$ cat config.mk
export PLATFORM = sky130hd
export DESIGN_NAME = overlap_frame_windowing
export DESIGN_NICKNAME = d
export VERILOG_FILES = /design/src/rtl/ofw_pkg.sv /design/src/rtl/overlap_frame_windowing.sv /design/src/rtl/ofw_ctrl.sv /design/src/rtl/ofw_datapath.sv
export SDC_FILE = /design/constraint.sdc
export NUM_CORES = 2
export LEC_CHECK = 0
export BUFFER_PORTS_ARGS = -buffer_cell sky130_fd_sc_hd__buf_2
export CAP_MARGIN = 20
export CORE_ASPECT_RATIO = 1.2
export CORE_UTILIZATION = 60
export CTS_CLUSTER_SIZE = 20
export DETAILED_ROUTE_END_ITERATION = 10
export PLACE_DENSITY = 0.75
export SLEW_MARGIN = 10
export SYNTH_ARGS = -nofsm -noshare
export SYNTH_HDL_FRONTEND = slang
export SYNTH_SLANG_ARGS = --single-unit
$ cat constraint.sdc
create_clock -name clk -period 9.15 [get_ports clk]
set_clock_uncertainty 0.2 [all_clocks]
set_input_delay 1.3725 -clock clk [delete_from_list [all_inputs] [get_ports clk]]
set_output_delay 1.3725 -clock clk [all_outputs]
set_load 0.01 [all_outputs]
$ cat src/rtl/ofw_pkg.sv
// Package for the overlapped framing / analysis window block.
// Holds payload structs, controller-datapath command and status structs,
// register indexes and shared helper functions. No dependencies.
`default_nettype none

package ofw_pkg;

    // Defaults for the top-level parameters
    localparam int BLOCK_MAX_DEF   = 64;
    localparam int SAMPLE_BITS_DEF = 16;

    // Fixed field widths
    localparam int VALUE_W   = 16;
    localparam int CIDX_W    = 6;
    localparam int FRAME_W   = 16;
    localparam int POS_W     = 6;
    localparam int PROD_W    = 32;
    localparam int BLK_W     = 7;
    localparam int CNT_W     = 32;
    localparam int CFG_IDX_W = 2;
    localparam int CFG_DATA_W = 16;

    // Largest frame the 6-bit position field can address
    localparam int POS_LIM = 64;

    // Result queue depth; the credit check in the datapath relies on it
    localparam int OUT_DEPTH = 4;

    // Configuration register indexes
    localparam logic [CFG_IDX_W-1:0] REG_BLOCK_SIZE  = 2'd0;
    localparam logic [CFG_IDX_W-1:0] REG_HOP_SIZE    = 2'd1;
    localparam logic [CFG_IDX_W-1:0] REG_FRAME_COUNT = 2'd2;

    // Register reset values
    localparam logic [BLK_W-1:0]   BLOCK_SIZE_RST  = 7'd64;
    localparam logic [BLK_W-1:0]   HOP_SIZE_RST    = 7'd32;
    localparam logic [FRAME_W-1:0] FRAME_COUNT_RST = 16'd0;

    // Item modes
    localparam logic MODE_COEFF  = 1'b0;
    localparam logic MODE_SAMPLE = 1'b1;

    typedef struct packed {
        logic                      mode;
        logic [CIDX_W-1:0]         coeff_index;
        logic signed [VALUE_W-1:0] value;
    } in_t;

    typedef struct packed {
        logic [FRAME_W-1:0]       frame_index;
        logic [POS_W-1:0]         position;
        logic signed [PROD_W-1:0] product;
        logic                     last;
    } out_t;

    // Controller to datapath
    typedef struct packed {
        logic               win_wr;       // store a window coefficient
        logic               ring_wr;      // store a sample
        logic               frame_start;  // this sample closes a frame
        logic               issue;        // launch one frame element
        logic               last;         // element is the final one of its frame
        logic [BLK_W-1:0]   blk;          // effective block size
        logic [POS_W-1:0]   pos;          // element position
        logic [FRAME_W-1:0] frame_index;
    } ofw_cmd_t;

    // Datapath to controller
    typedef struct packed {
        logic space;  // room for one more element in flight
    } ofw_stat_t;

    // Clamp the block size register into 1..lim
    function automatic logic [BLK_W-1:0] eff_block(input logic [BLK_W-1:0] raw,
                                                  input logic [BLK_W-1:0] lim);
        logic [BLK_W-1:0] b;
        b = raw;
        if (b == '0)
        begin
            b = 7'd1;
        end
        if (b > lim)
        begin
            b = lim;
        end
        return b;
    endfunction

    // Hop of zero acts as one
    function automatic logic [BLK_W-1:0] eff_hop(input logic [BLK_W-1:0] raw);
        return (raw == '0) ? 7'd1 : raw;
    endfunction

endpackage

`default_nettype wire

$ cat src/rtl/overlap_frame_windowing.sv
// Overlapped framing with analysis window. A coefficient load or a sample that
// does not close a frame is accepted without a stall. A sample that closes a
// frame holds the input while its block_size elements go into the read/multiply
// pipeline, one element per cycle while the result queue has credit; each passes
// the read registers and the product register into the result queue. A
// block_size or hop_size write holds the input while the frame end is realigned.
// Reset (rst_n, async, active low) clears counters and control registers; memories and data regs are not cleared.
`default_nettype none

module overlap_frame_windowing #(
    parameter int BLOCK_MAX   = ofw_pkg::BLOCK_MAX_DEF,
    parameter int SAMPLE_BITS = ofw_pkg::SAMPLE_BITS_DEF
) (
    input  wire logic                            clk,
    input  wire logic                            rst_n,
    input  wire logic                            item_valid,
    output logic                                 item_stall,
    input  wire ofw_pkg::in_t                    item,
    output logic                                 result_valid,
    input  wire logic                            result_stall,
    output ofw_pkg::out_t                        result,
    input  wire logic                            cfg_wr_en,
    input  wire logic [ofw_pkg::CFG_IDX_W-1:0]   cfg_index,
    input  wire logic [ofw_pkg::CFG_DATA_W-1:0]  cfg_data
);

    ofw_pkg::ofw_cmd_t  cmd;
    ofw_pkg::ofw_stat_t stat;

    ofw_ctrl #(
        .BLOCK_MAX (BLOCK_MAX)
    ) u_ctrl (
        .clk        (clk),
        .rst_n      (rst_n),
        .item_valid (item_valid),
        .item_stall (item_stall),
        .item       (item),
        .cfg_wr_en  (cfg_wr_en),
        .cfg_index  (cfg_index),
        .cfg_data   (cfg_data),
        .stat       (stat),
        .cmd        (cmd)
    );

    ofw_datapath #(
        .BLOCK_MAX   (BLOCK_MAX),
        .SAMPLE_BITS (SAMPLE_BITS)
    ) u_datapath (
        .clk          (clk),
        .rst_n        (rst_n),
        .item         (item),
        .cmd          (cmd),
        .stat         (stat),
        .result_valid (result_valid),
        .result_stall (result_stall),
        .result       (result)
    );

endmodule

`default_nettype wire

$ cat src/rtl/ofw_ctrl.sv
// Controller for the overlapped framing block: configuration registers,
// sample/frame counters, frame realignment and the emission state machine.
// Depends on ofw_pkg.
`default_nettype none

module ofw_ctrl #(
    parameter int BLOCK_MAX = ofw_pkg::BLOCK_MAX_DEF
) (
    input  wire logic                            clk,
    input  wire logic                            rst_n,
    input  wire logic                            item_valid,
    output logic                                 item_stall,
    input  wire ofw_pkg::in_t                    item,
    input  wire logic                            cfg_wr_en,
    input  wire logic [ofw_pkg::CFG_IDX_W-1:0]   cfg_index,
    input  wire logic [ofw_pkg::CFG_DATA_W-1:0]  cfg_data,
    input  wire ofw_pkg::ofw_stat_t              stat,
    output ofw_pkg::ofw_cmd_t                    cmd
);

    localparam int BLK_LIM_I = (BLOCK_MAX < ofw_pkg::POS_LIM) ? BLOCK_MAX : ofw_pkg::POS_LIM;
    localparam logic [ofw_pkg::BLK_W-1:0] BLK_LIM = ofw_pkg::BLK_W'(BLK_LIM_I);
    localparam int PRODF_W = ofw_pkg::FRAME_W + ofw_pkg::BLK_W;

    typedef enum logic [1:0] {
        ST_IDLE = 2'b01,
        ST_EMIT = 2'b10
    } state_t;

    state_t                          state_reg, state_next;
    logic [ofw_pkg::BLK_W-1:0]       block_reg;
    logic [ofw_pkg::BLK_W-1:0]       hop_reg;
    logic [ofw_pkg::FRAME_W-1:0]     fcount_reg;
    logic [ofw_pkg::CNT_W-1:0]       seen_reg, seen_next;
    logic [ofw_pkg::FRAME_W-1:0]     fdone_reg, fdone_next;
    logic [ofw_pkg::CNT_W-1:0]       nend_reg, nend_next;
    logic [ofw_pkg::FRAME_W-1:0]     cur_frame_reg, cur_frame_next;
    logic [ofw_pkg::POS_W-1:0]       elem_reg, elem_next;
    logic [1:0]                      pend_reg, pend_next;
    logic [PRODF_W-1:0]              prodf_reg;

    logic [ofw_pkg::BLK_W-1:0]       blk_eff;
    logic [ofw_pkg::BLK_W-1:0]       hop_eff;
    logic                            acc;
    logic                            frames_left;
    logic [ofw_pkg::CNT_W-1:0]       seen_inc;
    logic                            hit;
    logic                            elem_last;
    logic [ofw_pkg::CNT_W-1:0]       realign_end;
    logic [ofw_pkg::CNT_W-1:0]       realign_diff;
    logic                            cfg_geom;

    assign blk_eff    = ofw_pkg::eff_block(block_reg, BLK_LIM);
    assign hop_eff    = ofw_pkg::eff_hop(hop_reg);
    assign item_stall = (state_reg != ST_IDLE) || (pend_reg != 2'b00);
    assign acc        = item_valid && !item_stall;
    assign frames_left = fdone_reg < fcount_reg;
    assign seen_inc   = seen_reg + ofw_pkg::CNT_W'(1);
    assign elem_last  = ({1'b0, elem_reg} == (blk_eff - ofw_pkg::BLK_W'(1)));

    assign cfg_geom = cfg_wr_en &&
                      ((cfg_index == ofw_pkg::REG_BLOCK_SIZE) ||
                       (cfg_index == ofw_pkg::REG_HOP_SIZE));

    // Pending frame end after a geometry change
    assign realign_end  = ofw_pkg::CNT_W'(prodf_reg) + ofw_pkg::CNT_W'(blk_eff);
    assign realign_diff = realign_end - seen_reg - ofw_pkg::CNT_W'(1);

    always_comb
    begin
        cmd             = '0;
        cmd.blk         = blk_eff;
        cmd.pos         = elem_reg;
        cmd.frame_index = cur_frame_reg;
        cmd.last        = elem_last;
        cmd.win_wr      = acc && (item.mode == ofw_pkg::MODE_COEFF);
        cmd.ring_wr     = acc && (item.mode == ofw_pkg::MODE_SAMPLE) && frames_left;
        hit             = cmd.ring_wr && (seen_inc == nend_reg);
        cmd.frame_start = hit;
        cmd.issue       = (state_reg == ST_EMIT) && stat.space;

        state_next     = state_reg;
        seen_next      = seen_reg;
        fdone_next     = fdone_reg;
        nend_next      = nend_reg;
        cur_frame_next = cur_frame_reg;
        elem_next      = elem_reg;
        pend_next      = {pend_reg[0], cfg_geom};

        if (pend_reg[1])
        begin
            nend_next = realign_diff[ofw_pkg::CNT_W-1] ?
                        (seen_reg + ofw_pkg::CNT_W'(blk_eff)) : realign_end;
        end

        unique case (state_reg)
            ST_IDLE:
            begin
                if (cmd.ring_wr)
                begin
                    seen_next = seen_inc;
                end
                if (hit)
                begin
                    cur_frame_next = fdone_reg;
                    fdone_next     = fdone_reg + ofw_pkg::FRAME_W'(1);
                    nend_next      = nend_reg + ofw_pkg::CNT_W'(hop_eff);
                    elem_next      = '0;
                    state_next     = ST_EMIT;
                end
            end
            ST_EMIT:
            begin
                if (cmd.issue)
                begin
                    if (elem_last)
                    begin
                        elem_next  = '0;
                        state_next = ST_IDLE;
                    end
                    else
                    begin
                        elem_next = elem_reg + ofw_pkg::POS_W'(1);
                    end
                end
            end
            default:
            begin
                state_next = ST_IDLE;
            end
        endcase
    end

    always_ff @(posedge clk or negedge rst_n)
    begin
        if (!rst_n)
        begin
            state_reg     <= ST_IDLE;
            block_reg     <= ofw_pkg::BLOCK_SIZE_RST;
            hop_reg       <= ofw_pkg::HOP_SIZE_RST;
            fcount_reg    <= ofw_pkg::FRAME_COUNT_RST;
            seen_reg      <= '0;
            fdone_reg     <= '0;
            nend_reg      <= ofw_pkg::CNT_W'(ofw_pkg::eff_block(ofw_pkg::BLOCK_SIZE_RST,
                                                                 BLK_LIM));
            cur_frame_reg <= '0;
            elem_reg      <= '0;
            pend_reg      <= '0;
            prodf_reg     <= '0;
        end
        else
        begin
            state_reg     <= state_next;
            seen_reg      <= seen_next;
            fdone_reg     <= fdone_next;
            nend_reg      <= nend_next;
            cur_frame_reg <= cur_frame_next;
            elem_reg      <= elem_next;
            pend_reg      <= pend_next;
            // Refreshed every cycle from fdone_reg and the registered hop size
            prodf_reg     <= PRODF_W'(fdone_reg) * PRODF_W'(hop_eff);
            if (cfg_wr_en)
            begin
                unique case (cfg_index)
                    ofw_pkg::REG_BLOCK_SIZE:  block_reg  <= cfg_data[ofw_pkg::BLK_W-1:0];
                    ofw_pkg::REG_HOP_SIZE:    hop_reg    <= cfg_data[ofw_pkg::BLK_W-1:0];
                    ofw_pkg::REG_FRAME_COUNT: fcount_reg <= cfg_data[ofw_pkg::FRAME_W-1:0];
                    default:
                    begin
                    end
                endcase
            end
        end
    end

`ifndef ASSERT_OFF
    a_start_on_sample: assert property (@(posedge clk) disable iff (!rst_n)
        cmd.frame_start |-> cmd.ring_wr)
        else $error("frame start without a sample write");

    a_frame_counted: assert property (@(posedge clk) disable iff (!rst_n)
        cmd.frame_start |=> (fdone_reg == $past(fdone_reg) + ofw_pkg::FRAME_W'(1)))
        else $error("frame counter did not advance on frame start");

    a_last_ends_emit: assert property (@(posedge clk) disable iff (!rst_n)
        (cmd.issue && cmd.last) |=> (state_reg == ST_IDLE))
        else $error("emission did not end after the last element");
`endif

endmodule

`default_nettype wire

$ cat src/rtl/ofw_datapath.sv
// Datapath for the overlapped framing block: sample ring and window table
// memories, multiply pipeline and result queue with credit flow control.
// Depends on ofw_pkg.
`default_nettype none

module ofw_datapath #(
    parameter int BLOCK_MAX   = ofw_pkg::BLOCK_MAX_DEF,
    parameter int SAMPLE_BITS = ofw_pkg::SAMPLE_BITS_DEF
) (
    input  wire logic               clk,
    input  wire logic               rst_n,
    input  wire ofw_pkg::in_t       item,
    input  wire ofw_pkg::ofw_cmd_t  cmd,
    output ofw_pkg::ofw_stat_t      stat,
    output logic                    result_valid,
    input  wire logic               result_stall,
    output ofw_pkg::out_t           result
);

    localparam int AW        = $clog2(BLOCK_MAX);
    localparam int WIN_DEPTH = (BLOCK_MAX < ofw_pkg::POS_LIM) ? BLOCK_MAX : ofw_pkg::POS_LIM;
    localparam int WIN_AW    = $clog2(WIN_DEPTH);
    localparam int MUL_W     = SAMPLE_BITS + ofw_pkg::VALUE_W;
    localparam int QAW       = $clog2(ofw_pkg::OUT_DEPTH);
    localparam int QCW       = $clog2(ofw_pkg::OUT_DEPTH + 1);
    localparam int OCC_W     = QCW + 1;

    typedef struct packed {
        logic [ofw_pkg::FRAME_W-1:0] frame_index;
        logic [ofw_pkg::POS_W-1:0]   position;
        logic                        last;
    } meta_t;

    logic signed [SAMPLE_BITS-1:0]      ring_mem [BLOCK_MAX];
    logic signed [ofw_pkg::VALUE_W-1:0] win_mem  [WIN_DEPTH];
    ofw_pkg::out_t                      q_mem    [ofw_pkg::OUT_DEPTH];

    logic [AW-1:0]                      wr_ptr_reg, wr_ptr_next;
    logic [AW-1:0]                      rd_addr_reg, rd_addr_next;
    logic signed [SAMPLE_BITS-1:0]      samp_q_reg;
    logic signed [ofw_pkg::VALUE_W-1:0] coef_q_reg;
    meta_t                              meta1_reg;
    logic                               v1_reg;
    ofw_pkg::out_t                      res2_reg;
    logic                               v2_reg;
    logic [QAW-1:0]                     q_wr_reg, q_rd_reg;
    logic [QCW-1:0]                     q_cnt_reg, q_cnt_next;

    logic signed [SAMPLE_BITS-1:0]      samp_in;
    logic [AW+1:0]                      base_sum;
    logic [AW+1:0]                      base_wrap;
    logic [AW-1:0]                      base;
    logic signed [MUL_W-1:0]            mul_full;
    logic                               win_ok;
    logic                               pop;
    logic [OCC_W-1:0]                   occ;

    assign samp_in = SAMPLE_BITS'($unsigned(item.value));
    assign win_ok  = ({1'b0, item.coeff_index} < ofw_pkg::BLK_W'(WIN_DEPTH));

    // First ring entry of the frame closed by the sample being written
    assign base_sum  = (AW+2)'(wr_ptr_reg) + (AW+2)'(BLOCK_MAX) + (AW+2)'(1)
                       - (AW+2)'(cmd.blk);
    assign base_wrap = (base_sum >= (AW+2)'(BLOCK_MAX)) ? (base_sum - (AW+2)'(BLOCK_MAX))
                                                         : base_sum;
    assign base      = base_wrap[AW-1:0];

    assign wr_ptr_next = (wr_ptr_reg == AW'(BLOCK_MAX - 1)) ? '0
                                                            : wr_ptr_reg + AW'(1);

    always_comb
    begin
        rd_addr_next = rd_addr_reg;
        if (cmd.frame_start)
        begin
            rd_addr_next = base;
        end
        else if (cmd.issue)
        begin
            rd_addr_next = (rd_addr_reg == AW'(BLOCK_MAX - 1)) ? '0
                                                               : rd_addr_reg + AW'(1);
        end
    end

    assign mul_full = samp_q_reg * coef_q_reg;

    // Credit: elements in flight plus queued never exceed the queue depth
    assign occ        = OCC_W'(q_cnt_reg) + OCC_W'(v1_reg) + OCC_W'(v2_reg);
    assign stat.space = occ < OCC_W'(ofw_pkg::OUT_DEPTH);

    assign result_valid = (q_cnt_reg != '0);
    assign result       = q_mem[q_rd_reg];
    assign pop          = result_valid && !result_stall;

    always_comb
    begin
        q_cnt_next = q_cnt_reg;
        unique case ({v2_reg, pop})
            2'b10:   q_cnt_next = q_cnt_reg + QCW'(1);
            2'b01:   q_cnt_next = q_cnt_reg - QCW'(1);
            default: q_cnt_next = q_cnt_reg;
        endcase
    end

    // Memories and payload stages
    always_ff @(posedge clk)
    begin
        if (cmd.ring_wr)
        begin
            ring_mem[wr_ptr_reg] <= samp_in;
        end
        if (cmd.win_wr && win_ok)
        begin
            win_mem[item.coeff_index[WIN_AW-1:0]] <= item.value;
        end
        samp_q_reg <= ring_mem[rd_addr_reg];
        coef_q_reg <= win_mem[cmd.pos[WIN_AW-1:0]];
        meta1_reg.frame_index <= cmd.frame_index;
        meta1_reg.position    <= cmd.pos;
        meta1_reg.last        <= cmd.last;
        res2_reg.frame_index  <= meta1_reg.frame_index;
        res2_reg.position     <= meta1_reg.position;
        res2_reg.last         <= meta1_reg.last;
        res2_reg.product      <= ofw_pkg::PROD_W'(mul_full);
        if (v2_reg)
        begin
            q_mem[q_wr_reg] <= res2_reg;
        end
    end

    always_ff @(posedge clk or negedge rst_n)
    begin
        if (!rst_n)
        begin
            wr_ptr_reg  <= '0;
            rd_addr_reg <= '0;
            v1_reg      <= 1'b0;
            v2_reg      <= 1'b0;
            q_wr_reg    <= '0;
            q_rd_reg    <= '0;
            q_cnt_reg   <= '0;
        end
        else
        begin
            if (cmd.ring_wr)
            begin
                wr_ptr_reg <= wr_ptr_next;
            end
            rd_addr_reg <= rd_addr_next;
            v1_reg      <= cmd.issue;
            v2_reg      <= v1_reg;
            q_cnt_reg   <= q_cnt_next;
            if (v2_reg)
            begin
                q_wr_reg <= q_wr_reg + QAW'(1);
            end
            if (pop)
            begin
                q_rd_reg <= q_rd_reg + QAW'(1);
            end
        end
    end

`ifndef ASSERT_OFF
    a_no_overrun: assert property (@(posedge clk) disable iff (!rst_n)
        occ <= OCC_W'(ofw_pkg::OUT_DEPTH))
        else $error("result queue overrun");

    a_rd_addr_range: assert property (@(posedge clk) disable iff (!rst_n)
        rd_addr_reg < AW'(BLOCK_MAX - 1) || rd_addr_reg == AW'(BLOCK_MAX - 1))
        else $error("ring read address out of range");

    a_issue_with_credit: assert property (@(posedge clk) disable iff (!rst_n)
        cmd.issue |-> stat.space)
        else $error("element issued without queue credit");
`endif

endmodule

`default_nettype wire
After elaboration in Yosys (flattened, before gate mapping)
Memories as Yosys holds them, arrays and structs flattened. A register that Yosys moved wholly into a read port is not among the register bits.
Cells that the tools add are included.
{ "word_totals": {"register_bits": 258, "latchBits": 0, "ramBits": 2268, "romBits": 0, "elab_cells": 124, "memories": 3} }
{ "mem_list": {"columns": ["name", "words", "width", "read_ports", "rd_clocked_by_memory_dff", "write_ports", "line_no", "text"], "rows": [
  ["u_datapath.ring_mem", 64, 16, 1, 1, 1, "ofw_datapath.sv:34", "logic signed [SAMPLE_BITS-1:0] ring_mem [BLOCK_MAX];"],
  ["u_datapath.win_mem", 64, 16, 1, 1, 1, "ofw_datapath.sv:35", "logic signed [ofw_pkg::VALUE_W-1:0] win_mem [WIN_DEPTH];"],
  ["u_datapath.q_mem", 4, 55, 1, 0, 1, "ofw_datapath.sv:36", "ofw_pkg::out_t q_mem [ofw_pkg::OUT_DEPTH];"]
]} }
{ "op_classes": {"add_sub_neg": 21, "n_mul": 2, "div_mod_pow": 0, "n_lt_le_gt_ge": 4, "n_eq_ne": 14, "n_shift": 0, "mux": 27, "bitwise": 1, "reduce_logical": 27} }
{ "ops": {"columns": ["op", "count"], "rows": [
  ["$mux 32", 4],
  ["$add 32x7->32", 2],
  ["$mux 6", 8],
  ["$add 32x1->32 const B", 1],
  ["$eq 32x32->1", 1],
  ["$mul 16x16->32", 1],
  ["$sub 32x1->32 const B", 1],
  ["$sub 32x32->32", 1],
  ["$add 23x7->24", 1],
  ["$mul 16x7->23", 1],
  ["$mux 7", 3],
  ["$add 6x1->6 const B", 3],
  ["$add 16x1->16 const B", 1],
  ["$lt 16x16->1", 1],
  ["$logic_not 7->1", 2],
  ["$eq 6x6->1 const B", 2],
  ["$pmux 6 s2", 1],
  ["$reduce_and 2->1", 5],
  ["$add 6x7->8 const B", 1],
  ["$add 8x1->8 const B", 1],
  ["$ge 8x7->1 const B", 1],
  ["$logic_and 1x1->1", 8],
  ["$ne 2x1->1 const B", 4],
  ["$reduce_bool 2->1", 4],
  ["23 further kinds", 38]
]} }

Depth between registers and ports, before layout
{ "logic_depth": {"depth_word": 11, "ltp_mapped": 25, "depth_no_buf": 24} }

By module
Synthesis repeated with hierarchy kept, for this count alone.
{ "unflattened": {"hier_cells": 6326, "hier_area_um2": 113915.5} }
{ "modules_own_cells": {"columns": ["mod", "n_inst", "cells_each", "area_per_inst_um2", "seq_area_each_um2"], "rows": [
  ["ofw_datapath", 1, 4697, 99437.9, 70832.9],
  ["ofw_ctrl", 1, 1629, 14477.6, 3983.8]
]} }

Least setup slack after synthesis
OpenSTA, ideal clock, no wires.
{ "synth_path": {"kind": "reg-to-reg", "startpoint": "reg u_datapath.samp_q_reg[13] (read register of u_datapath.ring_mem)", "endpoint": "reg u_datapath.res2_reg[32] in the netlist's numbering", "setup_ns": 0.125, "arrival_ns": 5.937, "path_slack_ns": 2.889, "stages_incl_launch_ff": 25, "cell_sequence": "dfxtp_1 -> clkbuf_1 -> nand2_1 -> fa_1 -> inv_1 -> fa_1 -> inv_1 -> fa_1 -> inv_1 -> fa_1 -> inv_1 -> fa_1 -> inv_1 -> fa_1 -> ha_1 -> a21o_1 -> a21oi_1 -> nand2_1 -> nor3_1 -> nor2_1 -> a211oi_1 -> nor2_1 -> o31ai_1 -> a211oi_1 -> xnor2_1"} }
{ "synth_between": {"elab_chain_cells": 1} }
{ "synth_rtl": {"columns": ["item", "line_no", "text"], "rows": [
  ["start: declaration", "ofw_datapath.sv:40", "logic signed [SAMPLE_BITS-1:0] samp_q_reg;"],
  ["$mul 16x16->32", "ofw_datapath.sv:85", "assign mul_full = samp_q_reg * coef_q_reg;"],
  ["net u_datapath.mul_full[31]", "ofw_datapath.sv:53", "logic signed [MUL_W-1:0] mul_full;"],
  ["end: declaration", "ofw_datapath.sv:44", "ofw_pkg::out_t res2_reg;"]
]} }
The timed path passes the listed nets, and every way through them passes these cells.
A chain may end at the register's enable or synchronous reset.

Worst setup path after layout
{ "layout_path": {"startpoint": "reg u_ctrl.block_reg[3] in the netlist's numbering", "endpoint": "reg u_ctrl.nend_reg[29] in the netlist's numbering"} }
{ "layout_between": {"elab_chain_cells": 11, "word_cells_on_any_way": 12} }
{ "layout_rtl": {"columns": ["item", "line_no", "text"], "rows": [
  ["start: declaration", "ofw_ctrl.sv:31", "logic [ofw_pkg::BLK_W-1:0] block_reg;"],
  ["start signal: assignment", "ofw_ctrl.sv:139", "block_reg <= ofw_pkg::BLOCK_SIZE_RST;"],
  ["start signal: assignment", "ofw_ctrl.sv:165", "ofw_pkg::REG_BLOCK_SIZE: block_reg <= cfg_data[ofw_pkg::BLK_W-1:0];"],
  ["$logic_not 7->1", "ofw_pkg.sv:78", "if (b == '0)"],
  ["$mux 7 (*)", "ofw_pkg.sv:78", null],
  ["$gt 7x7->1", "ofw_pkg.sv:82", "if (b > lim)"],
  ["$mux 7 (*)", "ofw_pkg.sv:82", null],
  ["$add 23x7->24", "ofw_ctrl.sv:66", "assign realign_end = ofw_pkg::CNT_W'(prodf_reg) + ofw_pkg::CNT_W'(blk_eff);"],
  ["$sub 32x32->32", "ofw_ctrl.sv:67", "assign realign_diff = realign_end - seen_reg - ofw_pkg::CNT_W'(1);"],
  ["$sub 32x1->32", "ofw_ctrl.sv:67", null],
  ["$mux 32 (*)", "ofw_ctrl.sv:92", "nend_next = realign_diff[ofw_pkg::CNT_W-1] ?"],
  ["$mux 32 (*)", "ofw_ctrl.sv:90", "if (pend_reg[1])"],
  ["$mux 32", "ofw_ctrl.sv:103", "if (hit)"],
  ["$mux 32 (*)", "ofw_ctrl.sv:96", "unique case (state_reg)"],
  ["net u_ctrl.nend_next, one bit", "ofw_ctrl.sv:36", "logic [ofw_pkg::CNT_W-1:0] nend_reg, nend_next;"],
  ["end signal: assignment", "ofw_ctrl.sv:144", "nend_reg <= ofw_pkg::CNT_W'(ofw_pkg::eff_block(ofw_pkg::BLOCK_SIZE_RST,"],
  ["end signal: assignment", "ofw_ctrl.sv:156", "nend_reg <= nend_next;"],
  ["end: declaration", "ofw_ctrl.sv:36", null]
]} }
Mark *: on every way through the listed nets, which the timed path passes. The rest lies on a longest branch.

==> flow_summary_export.csv <==
group,metric,value,unit
outcome,outcome,"finished clean",
floorplan,die_width,398,um
synthesis,yosysMostFrequentCell,"edfxtp_1",
worst_setup_path,crit_path_end_kind,"flop",
routing,drc,0,
sta,finalCritPeriodShare,80.0,%
grt,grt_pass1_vias,59800,
sta,rsz0062_at_grt,"false",
worst_setup_path,path_common_cell,"nor2_1",
place,placement.io_buffers,102,
cts,cts_tree,"built",
floorplan,num_rows,174,
floorplan,coreArea,187000,sq um
routing,drtPass1Iterations,5,
synthesis,async_reset_ff_share,7.04,%
grt,grt_max_degree,113,
cts,ctsLongestPathBuffers,3,
cts,root_buffer,"clkbuf_16",
synthesis,synth_common_cells,"edfxtp_1, mux4_2, inv_1, fa_1, nand2_1",
routing,wl_per_cell,28.3,um
synthesis,synth_top_area_share,60.2,%
cells_and_area,layout-drive-gt1-share,22.1,%
worst_setup_path,path_cells,"nor3_1 -> a21oi_1 -> nor2_1 -> ha_1 -> fa_1 -> a21o_1 -> a21oi_1 -> nand2b_1 -> a211o_1 -> nor2_1 -> nand3_1 -> xnor2_1 -> ha_1 -> a2111oi_0 -> o21ai_0 -> o21a_1 -> a211oi_1 -> o211ai_1 -> nand3_1 -> clkinv_1 -> nand2_1 -> nor2_1 -> or3_1",
worst_setup_path,path_buf_inv,1,
floorplan,initial_utilization,60.4,%
cts,post_cts_buffers,0,
place,dpl.hpwl,156,mm
cts,htree_levels,4,
sta,setup_viol,0,
cells_and_area,fin_nets,7002,
worst_setup_path,reg2reg_slack,1830,ps
routing,detail_route.iter0.violations,6425,
routing,drt.antenna.violating_nets,0,
place,gp_congestion,0.878,
synthesis,yosysWarnings,0,
synthesis,ys_top_cells_by_area,"edfxtp_1, mux4_2, fa_1, dfrtp_1, ha_1",
hold_path,hold_class,"flop to flop",
grt,antenna_found_initial,28,
sta,fmax,137,MHz
worst_setup_path,crit_fanout,23,
synthesis,synth-seq-cells,2558,
cts,cts.sinks,2558,
routing,vias_per_cell,6.36,
worst_setup_path,critPathLaunchType,"flop",
cts,cts_repair_resize_count,0,
sta,finalMaxSlewViolations,0,
cells_and_area,area_growth,10.2,%
cts,hold_buffers,0,
synthesis,syn_area,113000,sq um
sta,tns,0,ps
grt,globalRouteTotalUtil,27.6,%
sta,worst_slew_pin_slew,1190,ps
sta,fin_ws,1830,ps
routing,via_count,57700,
floorplan,io_pins,103,
grt,grt_first_pass_wirelength,383,mm
synthesis,syn-instance-count,6193,
worst_setup_path,path_class,"flop to flop",
place,post-place-ws,1940,ps
synthesis,syn_nets,6780,
synthesis,syn_area_per_cell,18.3,sq um
routing,wirelength,257,mm
cells_and_area,final_util,66.6,%
sta,hold_viol,0,
cts,clock_latency,880,ps
sta,relSlewSlack,20.4,%
worst_setup_path,path_delay_family,"simple AND/OR/NAND/NOR gates",
worst_setup_path,arrival,7850,ps
worst_setup_path,cp_slowest_stage_delay,950,ps
synthesis,synth_top_area_cell,"edfxtp_1",
grt,gr-total-overflow,0,
run,max-cap-violations,0,
cts,cts_buffers,229,
sta,fin_crit,7320,ps
synthesis,synth_cell_types,88,
floorplan,fp.dieArea,190000,sq um
worst_setup_path,cp_slowest_cell,"clkinv_1",
worst_setup_path,cp.required,9670,ps
synthesis,ys_seq_area_share,66.1,%
floorplan,die_y,478,um
synthesis,synth_edf_count,2268,
synthesis,synth_flop_cell,"edfxtp_1",
cts,clkTransAtPathRegs,70,ps
==> cell families (layout without fill, tap and decap cells) <==
group | count (synthesis) | in the layout | share of synthesized area, %
compound gates | 324 | 324 | 1.88
xor+xnor | 209 | 209 | 1.62
fa+ha+maj | 541 | 541 | 8.21
buf+inv | 701 | 1114 | 2.39
flops | 2558 | 2558 | 66.1
mux | 799 | 799 | 15.2
other cells | 0 | 6 | 0
simple gates | 1061 | 1061 | 4.58
==> stage by stage <==
stage / cells / hold slack (ps) / area, sq um
2_1_floorplan: 6193 / 110 / 113000
3_3_place_gp: 8642 / 110 / 117000
3_5_place_dp: 8642 / 112 / 117000
4_1_cts: 9064 / 126 / 124000
5_1_grt: 9071 / 128 / 125000
6_report: 9076 / 126 / 125000
==> metal layers <==
layer	up-vias	GRT usage [%]	share of wire, %
met2	2769	45.0	50
met4	16	7.96	3.1
met3	495	5.15	8.5
met1	30300	38.3	39
met5	-	0	0.044
li1	24200	-	-
==> final timing paths <==
path / startpoint / end / cells past startpoint
max in group asynchronous: rst_n / u_ctrl.state_reg[0] / 3
worst max-delay path: u_ctrl.block_reg[3] / u_ctrl.nend_reg[29] / 23
worst min register to register: u_datapath.meta1_reg[3] / u_datapath.res2_reg[35] / 0
worst min-delay path: u_datapath.meta1_reg[3] / u_datapath.res2_reg[35] / 0
min in group asynchronous: rst_n / u_ctrl.seen_reg[6] / 1
worst max register to register: u_ctrl.block_reg[3] / u_ctrl.nend_reg[29] / 23
==> layout make-up <==
cell class,count,area (sq um)
flip-flops and latches,2558,74800
diodes,6,15.0
clock inverters,139,1470
fillers,12100,62600
multi-input cells,2934,35600
clock buffers,283,6030
inverters,402,1510
repair buffers,290,2060
well taps,2464,3080
==> cells in the final DEF, fill, tap and decap left out, types with 85 or more instances in the layout <==
cell,n
edfxtp_1,2268
mux4_2,727
inv_1,401
fa_1,336
nand2_1,328
nor2_1,237
clkbuf_16,232
ha_1,205
buf_4,196
and2_1,176
dfrtp_1,166
xnor2_1,139
dfxtp_1,110
a21oi_1,93
buf_2,85
Power is not shown: default switching activity piles up to over one toggle a cycle in this logic, so the estimate is an artifact.
